### src/hdl/cwlc_pkg.sv
`default_nettype none
package cwlc_pkg;

  localparam int MAX_CLUSTERS = 16;
  localparam int FEATURE_DIM = 4;
  localparam int CONTEXT_DIM = 2;
  localparam int NUM_LANES = FEATURE_DIM + CONTEXT_DIM;

  localparam int IDX_W = $clog2(MAX_CLUSTERS);
  localparam int TOT_W = IDX_W + 1;
  localparam int VAL_W = 16;
  localparam int SUM_W = 32;
  localparam int CNT_W = 16;
  localparam int STEP_W = $clog2(SUM_W);
  localparam int MEAN_W = VAL_W + 1;
  localparam int DIFF_W = MEAN_W + 1;
  localparam int PROD_W = 2 * DIFF_W;
  localparam int ROOT_W = (PROD_W + $clog2(FEATURE_DIM) + 1) / 2;
  localparam int SQ_W = 2 * ROOT_W;
  localparam int DOT_W = PROD_W + $clog2(CONTEXT_DIM);
  localparam int W_W = 9;
  localparam int THR_W = 16;
  localparam int SCORE_W = 40;
  localparam int STATUS_W = 3;

  localparam logic [W_W-1:0] W_ONE = W_W'(256);
  localparam logic [W_W-1:0] W_RESET = W_W'(128);
  localparam logic [THR_W-1:0] THR_RESET = THR_W'(256);
  localparam logic [CNT_W-1:0] COUNT_MAX = '1;

  typedef enum logic [STATUS_W-1:0] {
    ST_JOINED  = 3'd0,
    ST_CREATED = 3'd1,
    ST_DROPPED = 3'd2,
    ST_PREDICT = 3'd3,
    ST_EMPTY   = 3'd4
  } status_t;

  typedef enum logic {
    REG_WEIGHT    = 1'b0,
    REG_THRESHOLD = 1'b1
  } reg_index_t;

  typedef enum logic [3:0] {
    S_IDLE, S_READ, S_START, S_DIV, S_PROD, S_SUM, S_SQRT, S_SCORE,
    S_SELECT, S_DECIDE, S_UPD_RD, S_UPD_WR, S_DONE
  } state_t;

  typedef struct packed {
    logic rd;
    logic start;
    logic step;
    logic prod;
    logic wr;
    logic add;
  } lane_ctrl_t;

endpackage
`default_nettype wire

### src/hdl/cwlc_lane.sv
`default_nettype none
module cwlc_lane (
  input  wire logic                                clk,
  input  wire cwlc_pkg::lane_ctrl_t                ctrl,
  input  wire logic [cwlc_pkg::IDX_W-1:0]          addr,
  input  wire logic                                square,
  input  wire logic signed [cwlc_pkg::VAL_W-1:0]   x,
  input  wire logic [cwlc_pkg::CNT_W-1:0]          divisor,
  output logic signed [cwlc_pkg::PROD_W-1:0]       prod
);

  logic signed [cwlc_pkg::SUM_W-1:0] sum_mem [cwlc_pkg::MAX_CLUSTERS];
  logic signed [cwlc_pkg::SUM_W-1:0] sum_q;
  logic [cwlc_pkg::SUM_W-1:0] quo;
  logic [cwlc_pkg::CNT_W-1:0] rem;
  logic neg;
  logic [cwlc_pkg::CNT_W:0] rem_sh;
  logic signed [cwlc_pkg::MEAN_W-1:0] mean;
  logic signed [cwlc_pkg::DIFF_W-1:0] diff;
  logic signed [cwlc_pkg::MEAN_W-1:0] x_ext;

  always_ff @(posedge clk) begin
    if (ctrl.rd) begin
      sum_q <= sum_mem[addr];
    end
    if (ctrl.wr) begin
      sum_mem[addr] <= ctrl.add ? sum_q + cwlc_pkg::SUM_W'(x) : cwlc_pkg::SUM_W'(x);
    end
  end

  assign rem_sh = {rem, quo[cwlc_pkg::SUM_W-1]};

  // Restoring division of the sum magnitude, one quotient bit a cycle.
  always_ff @(posedge clk) begin
    if (ctrl.start) begin
      neg <= sum_q[cwlc_pkg::SUM_W-1];
      quo <= sum_q[cwlc_pkg::SUM_W-1] ? -sum_q : sum_q;
      rem <= '0;
    end else if (ctrl.step) begin
      if (rem_sh >= {1'b0, divisor}) begin
        rem <= cwlc_pkg::CNT_W'(rem_sh - {1'b0, divisor});
        quo <= {quo[cwlc_pkg::SUM_W-2:0], 1'b1};
      end else begin
        rem <= rem_sh[cwlc_pkg::CNT_W-1:0];
        quo <= {quo[cwlc_pkg::SUM_W-2:0], 1'b0};
      end
    end
  end

  always_comb begin
    mean = neg ? -$signed({1'b0, quo[cwlc_pkg::VAL_W-1:0]})
               : $signed({1'b0, quo[cwlc_pkg::VAL_W-1:0]});
    x_ext = cwlc_pkg::MEAN_W'(x);
    diff = cwlc_pkg::DIFF_W'(x_ext) - cwlc_pkg::DIFF_W'(mean);
  end

  always_ff @(posedge clk) begin
    if (ctrl.prod) begin
      prod <= square ? cwlc_pkg::PROD_W'(diff * diff) : cwlc_pkg::PROD_W'(x_ext * mean);
    end
  end

endmodule
`default_nettype wire

### config.mk
export PLATFORM = sky130hd
export DESIGN_NAME = cwlc_lane
export DESIGN_NICKNAME = d
export VERILOG_FILES = /design/src/hdl/cwlc_pkg.sv /design/src/hdl/cwlc_lane.sv
export SDC_FILE = /design/constraint.sdc
export NUM_CORES = 2
export LEC_CHECK = 0
export BUFFER_PORTS_ARGS = -buffer_cell sky130_fd_sc_hd__buf_2
export CAP_MARGIN = 20
export CORE_UTILIZATION = 45
export DETAILED_ROUTE_END_ITERATION = 8
export RECOVER_POWER = 25
export SLEW_MARGIN = 30
export SYNTH_ARGS = -nofsm -noshare
export SYNTH_HDL_FRONTEND = slang
export SYNTH_SLANG_ARGS = --single-unit
### constraint.sdc
create_clock -name clk -period 9.7 [get_ports clk]
set_input_delay 1.94 -clock clk [delete_from_list [all_inputs] [get_ports clk]]
set_output_delay 1.94 -clock clk [all_outputs]
set_load 0.02 [all_outputs]
# After elaboration in Yosys (flattened, before gate mapping)
# Memory sizes are Yosys's and may differ from the RTL's. A register that Yosys moved wholly into a read port is not among the register bits.
# Index checks and enable logic that the tools add are counted.
[op_classes]
addsub = 5
n_mul = 2
n_div = 0
n_lt_le_gt_ge = 1
eq_ne = 0
shift = 0
muxes = 10
bitwise_logic = 0
n_reduce_logical = 1
[op_table]
columns = ["cell", "count"]
rows = [
  ["two-way mux 32 bit", 4],
  ["multiplier 18 x 18 -> 36 bit", 1],
  ["two-way mux 36 bit", 1],
  ["multiplier 16 x 17 -> 33 bit", 1],
  ["adder 32 x 16 -> 32 bit", 1],
  ["negation 32 bit", 1],
  ["subtractor 16 x 17 -> 18 bit", 1],
  [">= comparator 17 x 16 -> 1 bit", 1],
  ["two-way mux 17 bit", 1],
  ["negation 16 -> 17 bit", 1],
  ["two-way mux 16 bit", 1],
  ["subtractor 16 bit", 1],
  ["two-way mux 1 bit", 3],
  ["nonzero test 2 bit", 1],
]
[word_totals]
register_bits = 85
latch_bits = 0
ram_bits = 512
romBits = 0
inputBits = 44
out_inout_bits = 36
elab_cells = 24
n_memories = 1
[mem_list]
columns = ["memory", "words", "width", "read_ports", "rd_ports_with_merged_regs", "write_ports", "line", "rtl"]
rows = [
  ["sum_mem", 16, 32, 1, 1, 1, "cwlc_lane.sv:12", "logic signed [cwlc_pkg::SUM_W-1:0] sum_mem [cwlc_pkg::MAX_CLUSTERS];"],
]

# Depth between registers and ports, before layout
[depth]
ltp_word = 5
mapped_depth = 40
ltp_nobuf = 37

# Worst setup path after synthesis
# No wires, ideal clock.
[synth_timing]
kind = "input -> register"
start = "in x[0] (netlist bit)"
end = "reg prod[34] (netlist bit), data pin"
setup_ns = 0.279
t_arrival_ns = 9.863
required_time_ns = 9.421
setup_slack_ns = -0.442
stages = 34
path_buffers = 3
cell_sequence = "clkinv_1 clkbuf_1 ha_1 fa_1 o21bai_1 a21oi_1 o21bai_1 a31oi_1 o41ai_1 nor2_1 xor2_1 clkbuf_1 nand2_1 fa_1 inv_1 fa_1 inv_1 fa_1 inv_1 fa_1 fa_1 inv_1 fa_1 inv_1 ha_1 clkbuf_1 a41oi_1 o21ai_0 a21oi_1 or3b_2 o2111ai_1 a21oi_1 o21ai_0 o311ai_1"
[synth_via]
elab_chain_len = 3
elab_cells_between_ends = 4
classes_between = "add/sub (1); mul (2); mux (1)"
[synth_rtl]
columns = ["element", "line", "rtl"]
rows = [
  ["start: declaration", "cwlc_lane.sv:7", "input wire logic signed [cwlc_pkg::VAL_W-1:0] x,"],
  ["subtractor 16 x 17 -> 18 bit", "cwlc_lane.sv:54", "diff = cwlc_pkg::DIFF_W'(x_ext) - cwlc_pkg::DIFF_W'(mean);"],
  ["multiplier 18 x 18 -> 36 bit", "cwlc_lane.sv:59", "prod <= square ? cwlc_pkg::PROD_W'(diff * diff) : cwlc_pkg::PROD_W'(x_ext * mean);"],
  ["two-way mux 36 bit *", "cwlc_lane.sv:59", ""],
  ["end signal: assignment", "cwlc_lane.sv:59", ""],
  ["end: declaration", "cwlc_lane.sv:9", "output logic signed [cwlc_pkg::PROD_W-1:0] prod"],
]
# Every way passes the cells marked *; elsewhere a longest branch is shown, timed or not.
# A chain may end at the register's enable or synchronous reset.

# Worst setup path after layout
# Ends and elaborated chain as after synthesis.

==> flow_summary.toml <==
[status]
status = "complete, but fails checks"
violations = "capacitance limit, slew limit"

[placement]
dp_hpwl_um = 95500
gp_congestion = 0.936
port_buffers = 79
dpl.cell_count = 5620

[worst_hold_path]
hp-class = "register to register"
hold_depth = 2
min_from = "rem[15]$_SDFFE_PP0P_"
hold_end = "rem[15]$_SDFFE_PP0P_"

[layout]
layout_common_cells = "inv_1, edfxtp_1, fa_1"
multi_input_area_mm2 = 0.0272
nets = 5181
final_core_util_pct = 51.4
drive_gt1_share_pct = 15.5
antenna_cells = 0
areaGrowthSynthToFinish_pct = 13.0
layout_commonest_cell = "inv_1"
n_fill_cell = 9483
layout.cells.non_filler = 5747
seq_area_mm2 = 0.0187

[synthesis]
ys_ff_latch = 629
synth_fp_nets = 4869
synth_edf_count = 613
ys_seq_area_share_pct = 38.3
yosys_warnings = 0
synthCells = 3984
avgSynthCellArea_um2 = 12.3
ys_types = 78
yosys_most_used_dff = "edfxtp_1"
async_reset_ff_share_pct = 0
syn_area_mm2 = 0.0489

[die]
dieArea_mm2 = 0.110
fp.dieH_um = 332
fp.coreArea_mm2 = 0.108
placementRows = 120
ios = 80
initial_utilization_pct = 45.5
die_w_um = 332

[critical_path]
crit_path_end_kind = "register"
cp_max_fo = 5
crit_top_cell = "fa_1"
startpoint_type = "input port"
r2r_slack_ns = 0.46
slowest_delay_ns = 0.56
critPathSlowestCell = "fa_1"
r2r-end = "prod[34]$_DFFE_PP_"
critPathBufInv = 8
reg2reg_depth = 34
cp_top_family = "adder cells"
cp.required_ns = 10.03
r2r-start = "quo[6]$_DFFE_PP_"
cp.arrival_ns = 9.63
crit_type = "input port to register"

[routing]
dr.pass1.iters = 6
wire_per_inst_um = 21.9
drt-vias-per-instance = 5.43
wirelength_um = 126000
first_iter_violations = 2470
post-route-drc-count = 0
via_count = 31200
antenna_left = 0

[sta]
final-hold-violation-count = 0
max_slew_margin_pct = -133
fin_crit_sh_pct = 95.9
fmax_ghz = 0.108
period_needed_ns = 9.30
drv_slew = 338
fin_skew_ns = 0.0394
setup_viol = 0
whs_ns = 0.473
fin_setup_tns_ns = 0
tightest_slew_ns = 3.49

[clock_network]
cts_hold_repair.buffers = 0
clk_pin_slew_ns = 0.06
htree_levels = 3
cts_made_buffers = 70
clock-sinks = 629
root_buffer = "clkbuf_16"
cts.path.max_buffers = 3
cts_tree = "built"
worstSkewPairLatency_ns = 0.65

[global_routing]
grt_use_total_pct = 23.4
antenna_found_initial = 3
grt.overflow.total = 0
grt_pass1_vias = 32900
grt_max_degree = 83
grt_pass1_wl_um = 196000

[run]
drv_cap = 11
-- area by class of cell --
type | instances | share of cell area (%)
multi-input combinational | 2495 | 49.2
sequential | 629 | 33.9
timing repair buffer | 389 | 5.00
inverter | 711 | 4.84
clock buffer | 88 | 3.29
tap | 1403 | 3.17
clock inverter | 32 | 0.636
-- how the worst max path moves through the flow --
stage	from	endpoint	slack (ns)	depth (start not counted)
finish	x[0]	prod[34]$_DFFE_PP_	0.40	33
global route	quo[2]$_DFFE_PP_	prod[33]$_DFFE_PP_	-0.03	34
CTS	quo[2]$_DFFE_PP_	prod[33]$_DFFE_PP_	0.07	34
detailed placement	x[0]	prod[33]$_DFFE_PP_	-0.52	32
global placement	x[0]	prod[34]$_DFFE_PP_	-0.40	31
floorplan	x[0]	prod[33]$_DFFE_PP_	0.02	34
-- metrics by stage --
stage | cell area, um^2 | worst slack (ns)
floorplan | 49000 | 0.0237
finish | 55300 | 0.401
CTS | 55300 | 0.0664
detailed placement | 53100 | -0.518
global placement | 53000 | -0.403
global route | 55300 | -0.0300
-- cell usage after synthesis (all sizes together) (6+ instances only) --
cell type  instances  share of area [%]
a211o              6               0.11
a211oi            28               0.43
a21boi             7               0.11
a21o              42               0.64
a21oi            126                1.3
a311oi             8               0.16
a31o               7               0.13
a31oi             17               0.22
and2              67               0.86
and3              11               0.14
buf               22               0.17
clkbuf           127               0.98
dfxtp             16               0.65
edfxtp           613                 38
fa               575                 24
ha               266                6.8
inv              708                5.4
mux2              12               0.28
mux2i             17               0.35
mux4             160                7.4
nand2            330                2.5
nand2b            43               0.55
nand3             26               0.27
nand4             14               0.18
nor2             248                1.9
nor2b             22               0.28
nor3              39               0.40
nor3b              6              0.092
nor4               6              0.077
o211ai            11               0.17
o21a              23               0.35
o21ai             90               0.92
o21bai            18               0.28
o31ai             25               0.38
o41ai             12               0.21
or2                7              0.089
or3                7               0.10
or4                7               0.12
xnor2             97                1.7
xor2              52               0.93
-- flip-flops by register name (all words and copies together), names as in the netlist --
register and count:
neg 1, prod 36, quo 32, rem 16, sum_mem 512, sum_q 32
-- cells by family after synthesis --
group	synth area share [%]
buffers and inverters	6.60
multiplexers	7.99
XOR/XNOR	2.71
adder cells (fa/ha/maj)	30.3
AO/OA/AOI/OAI	6.28
AND/OR/NAND/NOR	7.83
flip-flops	38.3
-- layer usage --
layer	global-route usage (%)	vias to the layer above	wire length (um)
met1	32.3	16000	54300
met4	6.48	2	3160
met2	38.6	954	60500
li1	-	14100	-
met5	0	-	10
met3	3.32	181	7930
-- tightest hold or removal path: stages (launching register included) --
cell	delay, ns
dfxtp_1	0.31
nand2b_1	0.06
a21oi_1	0.06
-- what timing repair did --
action / in CTS / in global routing
endpoints found under the setup margin: 2 / 14
gates resized for setup: 1 / 24
buffers inserted: 0 / 4
pin swaps: 0 / 2
Power is left out: the tool's default activity adds up to more than one toggle a clock period on the data nets, which glitch-free logic cannot reach.
