## config.mk

```make
export PLATFORM = sky130hd
export DESIGN_NAME = cwlc_sqrt
export DESIGN_NICKNAME = d
export VERILOG_FILES = /design/src/hdl/cwlc_pkg.sv /design/src/hdl/cwlc_sqrt.sv
export SDC_FILE = /design/constraint.sdc
export NUM_CORES = 1
export LEC_CHECK = 0
export ABC_AREA = 1
export BUFFER_PORTS_ARGS = -buffer_cell sky130_fd_sc_hd__clkbuf_2
export CORE_MARGIN = 2
export CORE_UTILIZATION = 59
export DETAILED_ROUTE_END_ITERATION = 12
export PLACE_DENSITY = 0.85
export SLEW_MARGIN = 20
export SYNTH_ARGS = -nofsm -noshare
export SYNTH_HDL_FRONTEND = slang
export SYNTH_SLANG_ARGS = --single-unit
```

## constraint.sdc

```tcl
create_clock -name clk -period 5.5 [get_ports clk]
set_clock_uncertainty 0.15 [all_clocks]
set_input_delay 0.55 -clock clk [delete_from_list [all_inputs] [get_ports clk]]
set_output_delay 0.55 -clock clk [all_outputs]
set_load 0.05 [all_outputs]
```

## src/hdl/cwlc_pkg.sv

```systemverilog
`default_nettype none
package cwlc_pkg;

  localparam int MAX_CLUSTERS = 16;
  localparam int FEATURE_DIM = 4;
  localparam int CONTEXT_DIM = 2;
  localparam int NUM_LANES = FEATURE_DIM + CONTEXT_DIM;

  localparam int IDX_W = $clog2(MAX_CLUSTERS);
  localparam int TOT_W = IDX_W + 1;
  localparam int VAL_W = 16;
  localparam int SUM_W = 32;
  localparam int CNT_W = 16;
  localparam int STEP_W = $clog2(SUM_W);
  localparam int MEAN_W = VAL_W + 1;
  localparam int DIFF_W = MEAN_W + 1;
  localparam int PROD_W = 2 * DIFF_W;
  localparam int ROOT_W = (PROD_W + $clog2(FEATURE_DIM) + 1) / 2;
  localparam int SQ_W = 2 * ROOT_W;
  localparam int DOT_W = PROD_W + $clog2(CONTEXT_DIM);
  localparam int W_W = 9;
  localparam int THR_W = 16;
  localparam int SCORE_W = 40;
  localparam int STATUS_W = 3;

  localparam logic [W_W-1:0] W_ONE = W_W'(256);
  localparam logic [W_W-1:0] W_RESET = W_W'(128);
  localparam logic [THR_W-1:0] THR_RESET = THR_W'(256);
  localparam logic [CNT_W-1:0] COUNT_MAX = '1;

  typedef enum logic [STATUS_W-1:0] {
    ST_JOINED  = 3'd0,
    ST_CREATED = 3'd1,
    ST_DROPPED = 3'd2,
    ST_PREDICT = 3'd3,
    ST_EMPTY   = 3'd4
  } status_t;

  typedef enum logic {
    REG_WEIGHT    = 1'b0,
    REG_THRESHOLD = 1'b1
  } reg_index_t;

  typedef enum logic [3:0] {
    S_IDLE, S_READ, S_START, S_DIV, S_PROD, S_SUM, S_SQRT, S_SCORE,
    S_SELECT, S_DECIDE, S_UPD_RD, S_UPD_WR, S_DONE
  } state_t;

  typedef struct packed {
    logic rd;
    logic start;
    logic step;
    logic prod;
    logic wr;
    logic add;
  } lane_ctrl_t;

endpackage
`default_nettype wire

```

## src/hdl/cwlc_sqrt.sv

```systemverilog
`default_nettype none
module cwlc_sqrt (
  input  wire logic                         clk,
  input  wire logic                         rst,
  input  wire logic                         start,
  input  wire logic [cwlc_pkg::SQ_W-1:0]    x,
  output logic                              done,
  output logic [cwlc_pkg::ROOT_W-1:0]       root
);

  logic [cwlc_pkg::SQ_W-1:0] rem;
  logic [cwlc_pkg::SQ_W-1:0] r;
  logic [cwlc_pkg::SQ_W-1:0] bitv;
  logic run;
  logic [cwlc_pkg::SQ_W-1:0] trial;

  assign trial = r + bitv;

  always_ff @(posedge clk) begin
    if (rst) begin
      run <= 1'b0;
      done <= 1'b0;
    end else begin
      done <= run && bitv[0];
      if (start) begin
        run <= 1'b1;
      end else if (run && bitv[0]) begin
        run <= 1'b0;
      end
    end
  end

  always_ff @(posedge clk) begin
    if (start) begin
      rem <= x;
      r <= '0;
      bitv <= cwlc_pkg::SQ_W'(1) << (cwlc_pkg::SQ_W - 2);
    end else if (run) begin
      if (rem >= trial) begin
        rem <= rem - trial;
        r <= (r >> 1) + bitv;
      end else begin
        r <= r >> 1;
      end
      bitv <= bitv >> 2;
    end
  end

  assign root = r[cwlc_pkg::ROOT_W-1:0];

endmodule
`default_nettype wire

```

Yosys cells after proc, flatten, opt, wreduce, memory -nomap -nowiden
Index checks and enable logic that the tools add are counted.
{"block": "totals", "regBits": 97, "latchBits": 0, "mem_bits_rw": 0, "romBits": 0, "inputBits": 41, "output_inout_bits": 20, "word_cells": 20, "memories": 0}
{"block": "classes", "addsub": 3, "mul": 0, "div_mod_pow": 0, "order_cmp": 1, "n_eq_ne": 0, "n_shift": 0, "mux": 6, "n_bitwise": 0, "reduce_logical": 5}
{"operator": "$mux W38", "n": 4}
{"operator": "$add A37 B37 Y38", "n": 1}
{"operator": "$add A38 B37 Y38", "n": 1}
{"operator": "$ge A38 B38 Y1", "n": 1}
{"operator": "$sub A38 B38 Y38", "n": 1}
{"operator": "$reduce_bool A2 Y1", "n": 3}
{"operator": "$mux W1", "n": 2}
{"operator": "$reduce_and A2 Y1", "n": 1}
{"operator": "$logic_and A1 B1 Y1", "n": 1}

Logic depth before layout (Yosys ltp)
{"block": "depth", "ltp_word": 5, "ltp_mapped": 31}

Worst setup path after synthesis
OpenSTA, ideal clock, no wires.
{"block": "synth_timing", "path_type": "reg2reg", "start": "reg bitv[0] (netlist bit)", "end": "reg rem[0] (netlist bit), enable pin", "t_arrival_ns": 3.821, "slack_ns": 1.133, "path_stages_with_launch": 22, "n_path_buf": 0, "synth_period_minus_slack_ns": 4.367, "cell_sequence": "dfxtp_1 ha_1 ha_1 nand2_1 nand2_1 nand2_1 a21oi_1 a21boi_1 o21ai_1 a21oi_1 xor2_1 ha_1 nand2_1 nor2_2 nand2_1 nor2_2 nand3_1 nand2_2 nor2_4 nand2_8 nand2_1 nand2_1"}
{"block": "synth_via", "elab_chain_len": 4}
{"item": "start, declared", "line_no": "cwlc_sqrt.sv:13", "rtl": "logic [cwlc_pkg::SQ_W-1:0] bitv;"}
{"item": "start signal, assigned", "line_no": "cwlc_sqrt.sv:37", "rtl": "bitv <= cwlc_pkg::SQ_W'(1) << (cwlc_pkg::SQ_W - 2);"}
{"item": "start signal, assigned", "line_no": "cwlc_sqrt.sv:45", "rtl": "bitv <= bitv >> 2;"}
{"item": "$add A38 B37 Y38", "line_no": "cwlc_sqrt.sv:17", "rtl": "assign trial = r + bitv;"}
{"item": "$ge A38 B38 Y1", "line_no": "cwlc_sqrt.sv:39", "rtl": "if (rem >= trial) begin"}
{"item": "$reduce_bool A2 Y1 (no source line)"}
{"item": "$reduce_and A2 Y1 (no source line)"}
{"item": "end signal, assigned", "line_no": "cwlc_sqrt.sv:40", "rtl": "rem <= rem - trial;"}
{"item": "end, declared", "line_no": "cwlc_sqrt.sv:11", "rtl": "logic [cwlc_pkg::SQ_W-1:0] rem;"}
Every way passes these cells.
A chain may end at the register's enable or synchronous reset.

Worst setup path in the final report
{"block": "layout_timing", "start": "reg bitv[0] (netlist bit)", "end": "reg rem[2] (netlist bit), enable pin"}
The elaborated chain is that of the path after synthesis.

==> metrics list <==
- The post-route netlist has 6.27% of its cells at a drive strength greater than 1.
- Avg Cell Area, Syn: 5.98 um^2
- Number of synthesized register bits: 97
* Antenna violations before repair: 0
- Number of levels in the clock H-tree: 3
- Number of buffers inserted for hold repair after clock tree synthesis: 0
- Commonest cells after routing, fill and taps aside: sky130_fd_sc_hd__nand2_1, sky130_fd_sc_hd__inv_1, sky130_fd_sc_hd__nor2_1
- Clock network power share: 11.4%
- For the finished layout, the period the worst path requires is 4.94 ns.
- Number of rows in the core area: 49
- Fraction of registers with async set/reset: 0%
- GRT Overall Usage: 34.7%
- The final count of hold timing violations is 0.
- Summing all multi-input logic gate instances after layout gives 7180 um^2.
- STA classifies the critical path startpoint as a flop.
- Cells fill 63.0% of the core in the end.
- Sequential cells account for around 22% of the total power.
* Starting DRC count in detailed routing: 1069
- Summed over all layers, the global routing overflow is 0.
* Clock Latency Late Sink: between 0.3 and 0.4 ns
- Antenna fix cells: 0
* Number of global-route vias before repair: 10932
- Post-synthesis cell area: 10600 um^2
- Drt wl/cell: 16.6 um
- Startpoint of the most critical register-to-register path: bitv[0]
- Instance count along the most critical hold path: 2
- On the worst path, the slowest cell contributes a delay of 0.40 ns.
- In the routed design, unresolved DRC markers number 0.
- In this run the worst path has a maximum fanout of 38.
* Routed wire length: 33700 um
* Endpoint arrival time on the critical path: 4.85 ns
- At the worst endpoint, the required time is 5.41 ns.
- Max transition margin: a little over a third
- Summed over all cells, the static leakage comes to 5.22 nW.
* DR vias: 11764
* Number of buffers inserted by post-CTS setup repair: 0
* Global-route wire length before repair: 54200 um
* Worst hold path endpoint: run
- FF+latch area: 2320 um^2
- Counting every sink on the clock net gives 97.
- Max clock buf depth: 2
* Antenna Nets Post-Route: 0
- Maximum achievable frequency: roughly 200 MHz
- Fin Setup TNS: 0 ns
- Once layout is done, the placed cells without fillers occupy between 10000 and 15000 um^2.
- The analysis attributes to net switching a power of 3.04 mW.
* DP HPWL: 27000 um
- Post-CTS repair changed the size of 0 cells.
- Synthesis handed over a netlist of 1776 instances.
- The congestion estimate from routability-driven global placement came to 1.02.
* Ratio of routed vias to standard cells: 5.79
- Once layout is complete, the cells apart from fillers number 2032.
- Core area: 17800 um^2
* Die outline height: 138 um
- Post-synth EDFFs: 38
- Setup repair after global routing left no endpoint under its margin.
* Clock tree from TritonCTS: built
* Largest voltage drop on the vdd net: 393 uV
* Transition time of the tightest slew-check pin: 0.968 ns
- The number of cells on the worst reg-to-reg path is 25.
- Seq/Total Area, Yosys: 21.9%
- The worst register-to-register path ends at rem[2].
* Type of the setup path with the least slack: flop to flop
- Nets in the synthesized netlist: 1896
- The first TritonRoute pass finished after 6 iterations.
- Critical Path End Type: flop
- Power density of the placed cells: 503 nW/um^2
- The die covers about 19000 um^2.
- In this run the most critical hold path is launched from rst.
- In this design, the critical path's most frequently occurring cell is sky130_fd_sc_hd__nand2_1.
* Number of CTS-inserted buffers: 9
* Worst reg2reg setup slack: 0.56 ns
- Synth-to-Final Area Change: 5.84%
* Min-Delay Path Class: input port to flop
- The root buffer cell chosen for the clock tree is sky130_fd_sc_hd__clkbuf_16.
- Share of the cycle needed by the critical path after routing: 89.8%
* Nets: approximately 1900
- Maximum Capacitance Violations: 0
- Count of pins over their slew limit: 0
- Cell Area, Placed: 11000 um^2
* Final setup viols: 0
- The flow ran to the end, and the final reports show no timing, DRC or antenna violations.
- In this run the count of I/O pins placed on the die edge is 61.
- In this run, placement finished with an instance count of approximately 2000.
- The count of buffers added on input and output ports is 60.
* Filler Cell Count: 1772
- Among all flip-flop cells after synthesis, the most frequent one is sky130_fd_sc_hd__dfxtp_1.
- Combinational logic burns 66.3% of the power.
- The floorplan step set the die width to around 140 um.
- The initial utilization of the core area, before any placement, comes to 59.5%.
* Net Sw Frac: a little over half
- After synthesis, the netlist uses 47 different library cells.
- CTS clk-pin slew, worst paths: around 0.080 ns
- Internal power comes to 2.62 mW.
- For this run, the number of Yosys warnings is 0.
- Largest net degree at the start of global routing: 60
- The largest individual stage delay along the critical path comes from the cell sky130_fd_sc_hd__dfxtp_1.
- Commonest non-fill, non-tap cell in the layout: sky130_fd_sc_hd__nand2_1
[sequential cells by signal, summed over array words and instances (netlist names)]
signal and flops:
bitv 19, done 1, r 38, rem 38, run 1
[synthesized netlist by cell type (8+ instances only)]
cell type	number	area (um^2)
sky130_fd_sc_hd__nor3_1	26	130
sky130_fd_sc_hd__nand3b_1	25	188
sky130_fd_sc_hd__nand2_1	569	2140
sky130_fd_sc_hd__o21ai_0	96	480
sky130_fd_sc_hd__xor2_1	25	219
sky130_fd_sc_hd__buf_4	21	158
sky130_fd_sc_hd__a21oi_1	135	676
sky130_fd_sc_hd__dfxtp_1	59	1180
sky130_fd_sc_hd__xnor2_1	26	228
sky130_fd_sc_hd__inv_1	209	785
sky130_fd_sc_hd__or2_2	12	75.1
sky130_fd_sc_hd__edfxtp_1	38	1140
sky130_fd_sc_hd__o21bai_1	8	60.1
sky130_fd_sc_hd__nor2_1	171	642
sky130_fd_sc_hd__nand3_1	157	786
sky130_fd_sc_hd__nand4_1	18	113
sky130_fd_sc_hd__clkbuf_1	25	93.8
sky130_fd_sc_hd__ha_1	78	976
[layout make-up]
type,count,area share [%]
Tap cell,229,2.55
Timing Repair Buffer,68,3.32
Sequential cell,97,20.7
Inverter,211,7.05
Clock buffer,9,2.00
Clock inverter,7,0.523
Multi-Input combinational cell,1411,63.9
[kinds of logic (layout without fill, tap and decap cells)]
group	after synthesis	count (layout)	synth area share, %
AOI/OAI and AO/OA	277	277	13.9
xor gates and xnor gates	51	51	4.21
adders and majority gates	79	79	9.38
buffers and inverters	268	295	10.5
DFF	97	97	21.9
and+or+nand+nor	1004	1004	40.1
[per-stage QoR]
step | hold WS, ns | setup WS [ns] | power, mW
final | 0.243 | 0.561 | 5.66
after global routing | 0.261 | 0.185 | 6.13
after CTS | 0.243 | 0.630 | 5.58
after detailed placement | 0.333 | 0.648 | 4.92
after global placement | 0.330 | 0.713 | 4.85
after floorplan | 0.311 | 1.13 | 4.11
[power groups by stage]
stage	Combinational, mW	Clock [mW]	Sequential, mW
global route	4.18	0.666	1.29
finish	3.75	0.643	1.26
detailed placement	3.65	0	1.27
global placement	3.59	0	1.26
floorplan	2.94	0	1.17
CTS	3.68	0.646	1.25
[worst max-delay path by stage]
stage	startpoint	to	slack, ns
2_1_floorplan	bitv[0]	rem[0]	1.13
3_3_place_gp	bitv[0]	rem[3]	0.71
3_5_place_dp	bitv[0]	rem[6]	0.65
4_1_cts	bitv[0]	rem[11]	0.63
5_1_grt	bitv[0]	rem[22]	0.18
6_report	bitv[0]	rem[2]	0.56
[metal layers]
| layer | global-route usage [%] | wire length (um) | vias up |
|---|---|---|---|
| li1 | - | - | 5829 |
| met1 | 45.3 | 14200 | 5314 |
| met2 | 58.7 | 15700 | 533 |
| met3 | 3.08 | 2290 | 88 |
| met4 | 15.0 | 1460 | 0 |
| met5 | 0 | 0 | - |
[worst max-delay path, delay by kind of cell, from the launching register on]
| family | cells | cell delay (ns) |
|---|---|---|
| AOI/OAI and AO/OA | 1 | 0.26 |
| DFF | 1 | 0.40 |
| adders and majority gates | 3 | 0.95 |
| buffers and inverters | 1 | 0.26 |
| and+or+nand+nor | 20 | 2.57 |
Note: power is estimated with default switching activity, not from simulation.
